===== config.mk =====
export PLATFORM = sky130hd
export DESIGN_NAME = orf_finder_stream
export DESIGN_NICKNAME = d
export VERILOG_FILES = /design/src/hw/rtl/orf_pkg.sv /design/src/hw/rtl/orf_finder_stream.sv /design/src/hw/rtl/orf_cfg_regs.sv
export SDC_FILE = /design/constraint.sdc
export NUM_CORES = 2
export LEC_CHECK = 0
export BUFFER_PORTS_ARGS = -buffer_cell sky130_fd_sc_hd__buf_2
export CELL_PAD_IN_SITES_DETAIL_PLACEMENT = 1
export CELL_PAD_IN_SITES_GLOBAL_PLACEMENT = 1
export CORE_MARGIN = 10
export CORE_UTILIZATION = 55
export CTS_BUF_LIST = sky130_fd_sc_hd__clkbuf_2
export CTS_CLUSTER_DIAMETER = 60
export DETAILED_ROUTE_END_ITERATION = 8
export PLACE_DENSITY = 0.79
export SLEW_MARGIN = 25
export SYNTH_ARGS = -nofsm -noshare
export SYNTH_HDL_FRONTEND = slang
export SYNTH_SLANG_ARGS = --single-unit

===== constraint.sdc =====
create_clock -name clk -period 10.75 [get_ports clk]
set_input_delay 2.15 -clock clk [delete_from_list [all_inputs] [get_ports clk]]
set_output_delay 2.15 -clock clk [all_outputs]
set_load 0.02 [all_outputs]

===== src/hw/rtl/orf_pkg.sv =====
// Package for the open reading frame finder: beat types, register map and defaults.
package orf_pkg;

    localparam int QUEUE_DEPTH_DEF = 32;
    localparam int POS_WIDTH_DEF   = 32;

    localparam int ADDR_W = 5;
    localparam int DATA_W = 64;

    // Register indexes, taken from paddr[4:3].
    localparam logic [1:0] REG_START_MASK = 2'd0;
    localparam logic [1:0] REG_STOP_MASK  = 2'd1;
    localparam logic [1:0] REG_MIN_LENGTH = 2'd2;

    localparam logic [63:0] START_MASK_RST = 64'h0000_0000_0000_4000;
    localparam logic [63:0] STOP_MASK_RST  = 64'h0105_0000_0000_0000;
    localparam logic [9:0]  MIN_LENGTH_RST = 10'd0;

    typedef struct packed {
        logic [2:0] base_code;
        logic       new_sequence;
    } base_beat_t;

    typedef struct packed {
        logic [31:0] orf_first;
        logic [31:0] orf_last;
        logic        last_of_burst;
        logic        overflow_seen;
    } orf_beat_t;

    typedef struct packed {
        logic [63:0] start_mask;
        logic [63:0] stop_mask;
        logic [9:0]  min_length;
    } orf_cfg_t;

endpackage


===== src/hw/rtl/orf_finder_stream.sv =====
// Top level of the open reading frame finder: codon tracking, start queues and drain.
//
//  channel  | direction | handshake           | payload
//  ---------+-----------+---------------------+---------------------------------
//  base     | in        | base_valid/stall    | base_beat: base_code, new_sequence
//  orf      | out       | orf_valid/stall     | orf_beat: first, last, burst end, overflow
//  apb      | in        | psel/penable/pready | paddr, pwdata, prdata (64 bits)
//
// A stop codon whose frame holds pending starts drains that queue from the start
// memory entry by entry, each through a read state and an evaluate state, then a
// final state for the last pair; base_stall is high all the while, and orf_stall
// can hold the drain back. The start memory has one write and one registered read
// port; reset clears the three fill counts, not the memory, so there is no clearing
// pass. A finished pair waits in the output register while the next base is taken.
module orf_finder_stream #(
    parameter int QUEUE_DEPTH = orf_pkg::QUEUE_DEPTH_DEF,
    parameter int POS_WIDTH   = orf_pkg::POS_WIDTH_DEF
) (
    input  logic                       clk,
    input  logic                       rst_n,
    input  logic                       psel,
    input  logic                       penable,
    input  logic                       pwrite,
    input  logic [orf_pkg::ADDR_W-1:0] paddr,
    input  logic [orf_pkg::DATA_W-1:0] pwdata,
    output logic [orf_pkg::DATA_W-1:0] prdata,
    output logic                       pready,
    input  logic                       base_valid,
    output logic                       base_stall,
    input  orf_pkg::base_beat_t        base_beat,
    output logic                       orf_valid,
    input  logic                       orf_stall,
    output orf_pkg::orf_beat_t         orf_beat
);
    import orf_pkg::*;

    localparam int CW    = $clog2(QUEUE_DEPTH + 1);
    localparam int IW    = (QUEUE_DEPTH > 1) ? $clog2(QUEUE_DEPTH) : 1;
    localparam int DEPTH = 3 * QUEUE_DEPTH;
    localparam int AW    = $clog2(DEPTH);
    localparam int SPW   = (POS_WIDTH > 12) ? POS_WIDTH : 12;
    // Frame of the first base of a codon at position 0, where p - 2 wraps.
    localparam logic [1:0] FM3_INIT =
        2'(((64'd1 << POS_WIDTH) - 64'd2) % 64'd3);

    localparam logic [1:0] ST_IDLE = 2'd0;
    localparam logic [1:0] ST_RD   = 2'd1;
    localparam logic [1:0] ST_EV   = 2'd2;
    localparam logic [1:0] ST_FIN  = 2'd3;

    orf_cfg_t cfg;

    orf_cfg_regs u_cfg (
        .clk     (clk),
        .rst_n   (rst_n),
        .psel    (psel),
        .penable (penable),
        .pwrite  (pwrite),
        .paddr   (paddr),
        .pwdata  (pwdata),
        .prdata  (prdata),
        .pready  (pready),
        .cfg     (cfg)
    );

    logic [1:0]           state_reg, state_next;
    logic [POS_WIDTH-1:0] pos_reg, pos_next;
    logic [1:0]           fm3_reg, fm3_next;
    logic [3:0]           prior_reg, prior_next;
    logic [1:0]           seen_reg, seen_next;
    logic [CW-1:0]        cnt_reg [3];
    logic [CW-1:0]        cnt_next [3];
    logic                 ovf_reg, ovf_next;
    logic [1:0]           frame_reg, frame_next;
    logic [IW-1:0]        k_reg, k_next;
    logic [IW-1:0]        n_last_reg, n_last_next;
    logic                 hold_valid_reg, hold_valid_next;
    orf_beat_t            hold_reg, hold_next;
    logic                 out_valid_reg, out_valid_next;
    orf_beat_t            out_reg, out_next;

    logic [POS_WIDTH-1:0] mem [DEPTH];
    logic [POS_WIDTH-1:0] rdata_reg;
    logic                 wr_en;
    logic [AW-1:0]        wr_addr;
    logic [POS_WIDTH-1:0] wr_data;
    logic                 rd_en;
    logic [AW-1:0]        rd_addr;

    logic                 accept;
    logic                 out_free;
    logic [POS_WIDTH-1:0] p_cur;
    logic [1:0]           fm3_cur;
    logic [5:0]           codon;
    logic                 have_codon;
    logic                 start_hit;
    logic                 stop_hit;
    logic [CW-1:0]        cnt_sel;
    logic [POS_WIDTH-1:0] span;
    logic [11:0]          threshold;
    logic                 pass;

    assign accept     = base_valid && !base_stall;
    assign base_stall = (state_reg != ST_IDLE);
    assign out_free   = !out_valid_reg || !orf_stall;
    assign orf_valid  = out_valid_reg;
    assign orf_beat   = out_reg;

    // A new sequence restarts the position before this base is counted.
    assign p_cur   = base_beat.new_sequence ? '0 : pos_reg;
    assign fm3_cur = base_beat.new_sequence ? FM3_INIT : fm3_reg;
    assign codon   = {prior_reg, base_beat.base_code[1:0]};
    assign have_codon = !base_beat.base_code[2] && !base_beat.new_sequence
                        && (seen_reg == 2'd2);
    assign start_hit  = have_codon && cfg.start_mask[codon];
    assign stop_hit   = have_codon && cfg.stop_mask[codon];
    assign cnt_sel    = cnt_reg[fm3_cur];

    // pos_reg already holds the stop's position plus one during a drain.
    assign span      = pos_reg - rdata_reg - POS_WIDTH'(1);
    assign threshold = 12'({2'd0, cfg.min_length} * 12'd3) + 12'd5;
    assign pass      = SPW'(span) >= SPW'(threshold);

    assign wr_en   = accept && start_hit && (cnt_sel < CW'(QUEUE_DEPTH));
    assign wr_addr = AW'(32'(fm3_cur) * QUEUE_DEPTH + 32'(cnt_sel[IW-1:0]));
    assign wr_data = p_cur - POS_WIDTH'(2);
    assign rd_en   = (state_reg == ST_RD);
    assign rd_addr = AW'(32'(frame_reg) * QUEUE_DEPTH + 32'(k_reg));

    always_ff @(posedge clk)
    begin
        if (wr_en)
        begin
            mem[wr_addr] <= wr_data;
        end
        if (rd_en)
        begin
            rdata_reg <= mem[rd_addr];
        end
    end

    always_comb
    begin
        state_next      = state_reg;
        pos_next        = pos_reg;
        fm3_next        = fm3_reg;
        prior_next      = prior_reg;
        seen_next       = seen_reg;
        cnt_next        = cnt_reg;
        ovf_next        = ovf_reg;
        frame_next      = frame_reg;
        k_next          = k_reg;
        n_last_next     = n_last_reg;
        hold_valid_next = hold_valid_reg;
        hold_next       = hold_reg;
        out_valid_next  = out_valid_reg;
        out_next        = out_reg;

        if (out_valid_reg && !orf_stall)
        begin
            out_valid_next = 1'b0;
        end

        unique case (state_reg)
            ST_IDLE:
            begin
                if (accept)
                begin
                    if (base_beat.new_sequence)
                    begin
                        prior_next = '0;
                        seen_next  = '0;
                        ovf_next   = 1'b0;
                        for (int f = 0; f < 3; f++)
                        begin
                            cnt_next[f] = '0;
                        end
                    end
                    pos_next = p_cur + POS_WIDTH'(1);
                    fm3_next = (p_cur == POS_WIDTH'(1)) ? 2'd0 :
                               (fm3_cur == 2'd2) ? 2'd0 : fm3_cur + 2'd1;
                    if (base_beat.base_code[2])
                    begin
                        prior_next = '0;
                        seen_next  = '0;
                    end
                    else
                    begin
                        prior_next = {(base_beat.new_sequence ? 2'd0 : prior_reg[1:0]),
                                      base_beat.base_code[1:0]};
                        seen_next  = base_beat.new_sequence ? 2'd1 :
                                     (seen_reg == 2'd2) ? 2'd2 : seen_reg + 2'd1;
                    end
                    if (start_hit)
                    begin
                        if (cnt_sel < CW'(QUEUE_DEPTH))
                        begin
                            cnt_next[fm3_cur] = cnt_sel + CW'(1);
                        end
                        else
                        begin
                            ovf_next = 1'b1;
                        end
                    end
                    // The stop drains only the starts queued before this codon;
                    // a start in the same codon has a span of two and never passes.
                    if (stop_hit)
                    begin
                        cnt_next[fm3_cur] = '0;
                        if (cnt_sel != '0)
                        begin
                            frame_next  = fm3_cur;
                            k_next      = '0;
                            n_last_next = IW'(cnt_sel - CW'(1));
                            state_next  = ST_RD;
                        end
                    end
                end
            end
            ST_RD:
            begin
                state_next = ST_EV;
            end
            ST_EV:
            begin
                if (!(pass && hold_valid_reg && !out_free))
                begin
                    if (pass)
                    begin
                        if (hold_valid_reg)
                        begin
                            out_valid_next = 1'b1;
                            out_next       = hold_reg;
                        end
                        hold_valid_next         = 1'b1;
                        hold_next.orf_first     = 32'(rdata_reg + POS_WIDTH'(1));
                        hold_next.orf_last      = 32'(pos_reg);
                        hold_next.last_of_burst = 1'b0;
                        hold_next.overflow_seen = ovf_reg;
                    end
                    k_next     = k_reg + IW'(1);
                    state_next = (k_reg == n_last_reg) ? ST_FIN : ST_RD;
                end
            end
            ST_FIN:
            begin
                if (!hold_valid_reg)
                begin
                    state_next = ST_IDLE;
                end
                else if (out_free)
                begin
                    out_valid_next         = 1'b1;
                    out_next               = hold_reg;
                    out_next.last_of_burst = 1'b1;
                    hold_valid_next        = 1'b0;
                    state_next             = ST_IDLE;
                end
            end
            default:
            begin
                state_next = ST_IDLE;
            end
        endcase
    end

    always_ff @(posedge clk or negedge rst_n)
    begin
        if (!rst_n)
        begin
            state_reg      <= ST_IDLE;
            pos_reg        <= '0;
            fm3_reg        <= FM3_INIT;
            prior_reg      <= '0;
            seen_reg       <= '0;
            ovf_reg        <= 1'b0;
            hold_valid_reg <= 1'b0;
            out_valid_reg  <= 1'b0;
            for (int f = 0; f < 3; f++)
            begin
                cnt_reg[f] <= '0;
            end
        end
        else
        begin
            state_reg      <= state_next;
            pos_reg        <= pos_next;
            fm3_reg        <= fm3_next;
            prior_reg      <= prior_next;
            seen_reg       <= seen_next;
            ovf_reg        <= ovf_next;
            hold_valid_reg <= hold_valid_next;
            out_valid_reg  <= out_valid_next;
            cnt_reg        <= cnt_next;
        end
    end

    always_ff @(posedge clk)
    begin
        frame_reg  <= frame_next;
        k_reg      <= k_next;
        n_last_reg <= n_last_next;
        hold_reg   <= hold_next;
        out_reg    <= out_next;
    end

    // A pair is only ever held back while a queue is being drained.
    assert property (@(posedge clk) disable iff (!rst_n)
        (state_reg == ST_IDLE) |-> !hold_valid_reg)
        else $error("held pair left behind after a drain");

    // The drain never reads past the entries that the stop found queued.
    assert property (@(posedge clk) disable iff (!rst_n)
        (state_reg == ST_RD) |-> (k_reg <= n_last_reg))
        else $error("drain index beyond queue fill");

    // No fill count exceeds the queue depth.
    assert property (@(posedge clk) disable iff (!rst_n)
        (cnt_reg[0] <= CW'(QUEUE_DEPTH)) && (cnt_reg[1] <= CW'(QUEUE_DEPTH))
        && (cnt_reg[2] <= CW'(QUEUE_DEPTH)))
        else $error("queue fill count overrun");

    // A stop that finds pending starts always starts a drain.
    assert property (@(posedge clk) disable iff (!rst_n)
        (accept && stop_hit && (cnt_sel != '0)) |=> (state_reg == ST_RD))
        else $error("stop with pending starts did not drain");

endmodule


===== src/hw/rtl/orf_cfg_regs.sv =====
// Configuration register file behind the APB-style port.
module orf_cfg_regs (
    input  logic                      clk,
    input  logic                      rst_n,
    input  logic                      psel,
    input  logic                      penable,
    input  logic                      pwrite,
    input  logic [orf_pkg::ADDR_W-1:0] paddr,
    input  logic [orf_pkg::DATA_W-1:0] pwdata,
    output logic [orf_pkg::DATA_W-1:0] prdata,
    output logic                      pready,
    output orf_pkg::orf_cfg_t         cfg
);
    import orf_pkg::*;

    orf_cfg_t   cfg_reg;
    logic [1:0] reg_index;
    logic       wr_en;

    assign reg_index = paddr[4:3];
    assign wr_en     = psel && penable && pwrite;
    assign pready    = 1'b1;
    assign cfg       = cfg_reg;

    always_ff @(posedge clk or negedge rst_n)
    begin
        if (!rst_n)
        begin
            cfg_reg.start_mask <= START_MASK_RST;
            cfg_reg.stop_mask  <= STOP_MASK_RST;
            cfg_reg.min_length <= MIN_LENGTH_RST;
        end
        else if (wr_en)
        begin
            unique case (reg_index)
                REG_START_MASK: cfg_reg.start_mask <= pwdata;
                REG_STOP_MASK:  cfg_reg.stop_mask  <= pwdata;
                REG_MIN_LENGTH: cfg_reg.min_length <= pwdata[9:0];
                default:        ;
            endcase
        end
    end

    always_comb
    begin
        unique case (reg_index)
            REG_START_MASK: prdata = cfg_reg.start_mask;
            REG_STOP_MASK:  prdata = cfg_reg.stop_mask;
            REG_MIN_LENGTH: prdata = {54'd0, cfg_reg.min_length};
            default:        prdata = '0;
        endcase
    end

endmodule


==> run summary <==
Status - finished, final reports clean
Syn-to-layout area delta - 10.2%
Reg-to-reg slack, setup - 4.32 ns
Depth of the CTS H-tree - 6
Setup violation total in the final timing report - 0
Layout cells sized above 1 - 38.3%
Postcts setup bufs - 0
Root Buffer - clkbuf_2
Crit. Startpoint - u_cfg.cfg[2]
Final std cells w/o fill - 11200
Worst path required time - 12.26 ns
Static Leakage - 49.8 nW
Final WL - 378000 um
Fin crit period - 6.43 ns
Design Area, Final - 151000 um^2
Worst-Margin Slew - 1.06 ns
Pwr/cell area - 241 nW/um^2
Max FFs per register - 3072
Initial antenna violation count - 34
Vias in the first global route - 76200
Initial core utilization - 55.2%
Die height - 519 um
# fillers - 21400
Max-Cap Viols - 0
Final slew viol count - 0
Crit path cell chain - inv_1 -> ha_1 -> inv_1 -> fa_1 -> a21o_1 -> a21oi_1 -> o21bai_1 -> a21oi_1 -> nor2b_1 -> o21a_1 -> o21ai_0 -> nand2_1 -> ha_1 -> a21o_1 -> a21o_1 -> a21oi_1 -> o211ai_1 -> nor4b_1 -> and4b_1 -> and4_1 -> nand4_1 -> a311oi_1
Hold Slack - 0.277 ns
Nets - 7329
Synth async-reset ratio - 5.83%
Worst R2R Path Depth - 22
Row Count - 183
CP Class - flip-flop to flip-flop
Worst setup path endpoint - k_reg[0]
Placed cell count - 9691
Largest net degree at the start of global routing - 119
Die area - 270000 um^2
Worst path slowest cell - a311oi_1
DR vias - 71700
Instance count on the critical path - 22
Die W - 519 um
Met3 wire length - 41000 um
Clock Pin Slew Worst Setup and Hold Paths - 0.12 ns
Yosys warnings - 0
DR vias/cell - 6.42
Synthesized area per cell - 21.7 um^2
Worst vdd ir - 0.228 mV
CP max FO - 5
Period utilization - 59.8%
DRT iter0 DRCs - 9418
Syn_nets - 6467
RR Startpoint - u_cfg.cfg[2]
Post-CTS sizing - 0
Drt wl/cell - 33.8 um
Final Hold Fails - 0
DRT antenna net count - 0
Setup TNS - 0 ns
Sinks on Clock Net - 3448
Core Footprint - 248000 um^2
Total grt overflow - 0
GP Congestion - 0.879
Slew margin rel. - 29.4%
Cells after Synth - 6312
Top Layer Used - met5
Clk buf depth - 4
Routed length on met1 - 136000 um
Synthesis-stage register bit count - 3448
Worst hold path type - input pin to asynchronous set/reset pin
Number of primary I/O pins - 213
Met2 routed WL - 185000 um
Post-DP Area - 144000 um^2
Delay-heaviest family, CP - compound AO/OA/AOI/OAI gates
Crit path largest cell delay - 0.91 ns
GRT Resource Usage Total - 27.7%
EDFF count, synth - 3247
Post-synthesis sequential area ratio - 74.8%
HPWL after detailed placement - 213000 um
Ys flop type - edfxtp_1
Inserted Clock Buffers - 807
Achievable Freq - 156 MHz
Crit end category - flip-flop
DRC Markers - 0
First-pass GRT wire length - 545000 um
Mapped Area - 137000 um^2
Final Skew - 0.180 ns
Cts hold-fix bufs - 0
Worst setup SP type - flip-flop
Total Power - 36.4 mW
Crit path buffers/inverters - 2
Clk_lat worst skew - 1.98 ns
CTS tree - built
Worst flop-to-flop path endpoint - k_reg[0]
Drt first pass iters - 6
Distinct cells, synth - 79
Port bufs - 208
Worst Path Arrival - 7.94 ns
RSZ-0062 raised after global routing - no
[cells by family (layout without fill, tap and decap cells)]
logic type	Yosys count	after routing	synth area share, %
AOI/OAI and AO/OA	334	334	1.58
adders and majority gates	75	75	0.695
buffers and inverters	413	1923	1.24
other	1	15	0.00273
DFF	3448	3448	74.8
xor gates and xnor gates	104	104	0.664
muxes	1285	1285	18.9
and+or+nand+nor	652	652	2.21
[final cells by class]
class,instances,area [um^2],share of cell area (%)
clock inverter,267,1390,0.922
timing repair buffer,392,2810,1.86
inverter,74,278,0.184
sequential,3448,103000,67.8
multi-input combinational,2451,34000,22.5
tap,3330,4170,2.76
clock buffer,1190,5960,3.94
antenna,14,35.0,0.0232
[cells in the final DEF (no fill, tap or decap), types with 15 or more instances in the layout]
master / netlist / routed
nor3_1: 31 / 30
nand3_1: 65 / 64
clkbuf_2: 0 / 1190
edfxtp_1: 3247 / 3247
dfrtp_1: 196 / 196
clkinv_1: 0 / 187
o21ai_4: 3 / 16
a21o_1: 18 / 18
buf_2: 54 / 206
inv_1: 74 / 73
buf_6: 3 / 15
nand2_1: 129 / 123
nor2_1: 274 / 178
o21ai_0: 86 / 73
mux2_2: 141 / 141
buf_4: 14 / 149
a21oi_1: 89 / 89
xnor2_1: 79 / 73
clkinv_2: 0 / 37
inv_2: 0 / 15
mux2i_1: 119 / 119
ha_1: 73 / 73
nor2b_1: 21 / 19
and3_1: 18 / 17
a22o_1: 17 / 17
nand4_1: 27 / 27
nor2_4: 0 / 96
mux4_2: 1025 / 1025
xor2_1: 25 / 25
[power breakdown]
group	leakage [nW]	switching (mW)	total, mW	internal [mW]
clock	5.62	5.33	8.54	3.21
combinational	12.6	6.94	11.0	4.04
sequential	31.6	0.300	16.9	16.6
total	49.8	12.6	36.4	23.8
[worst min path at each step]
stage / end / slack [ns] / depth (start not counted)
CTS: u_cfg.cfg[123] / 0.04 / 1
global route: u_cfg.cfg[125] / 0.21 / 1
global placement: orf_beat[58] / 0.40 / 0
detailed placement: orf_beat[40] / 0.41 / 0
finish: u_cfg.cfg[28] / 0.28 / 1
floorplan: orf_beat[0] / 0.40 / 0
[Yosys cell counts, drive strengths merged (10+ instances only)]
library cell	n	area share (%)
edfxtp	3247	71
mux4	1025	17
nor2	276	0.77
dfrtp	196	3.6
clkbuf	193	0.53
buf	146	0.51
mux2	141	1.2
nand2	137	0.39
mux2i	119	0.87
o21ai	97	0.38
a21oi	89	0.32
xnor2	79	0.50
inv	74	0.20
ha	73	0.67
nand3	65	0.24
nor3	32	0.12
nand4	27	0.12
xor2	25	0.16
nor2b	22	0.10
and3	20	0.099
a21o	18	0.099
a22o	17	0.11
nand2b	13	0.059
o211ai	13	0.071
a31oi	12	0.055
and2	12	0.055
o21bai	11	0.060
o21a	10	0.055
[metal layers]
layer,GRT usage (%),up-vias
li1,-,28600
met1,37.0,37600
met2,44.6,4756
met3,6.39,773
met4,11.3,24
met5,0,-
[per-stage QoR]
stage	setup WS, ns	util [%]
final	4.32	60.9
after global routing	3.98	60.9
after CTS	4.28	60.8
after detailed placement	2.62	57.8
after global placement	3.06	57.8
after floorplan	0.569	-
Note: power is estimated with default switching activity, not from simulation.
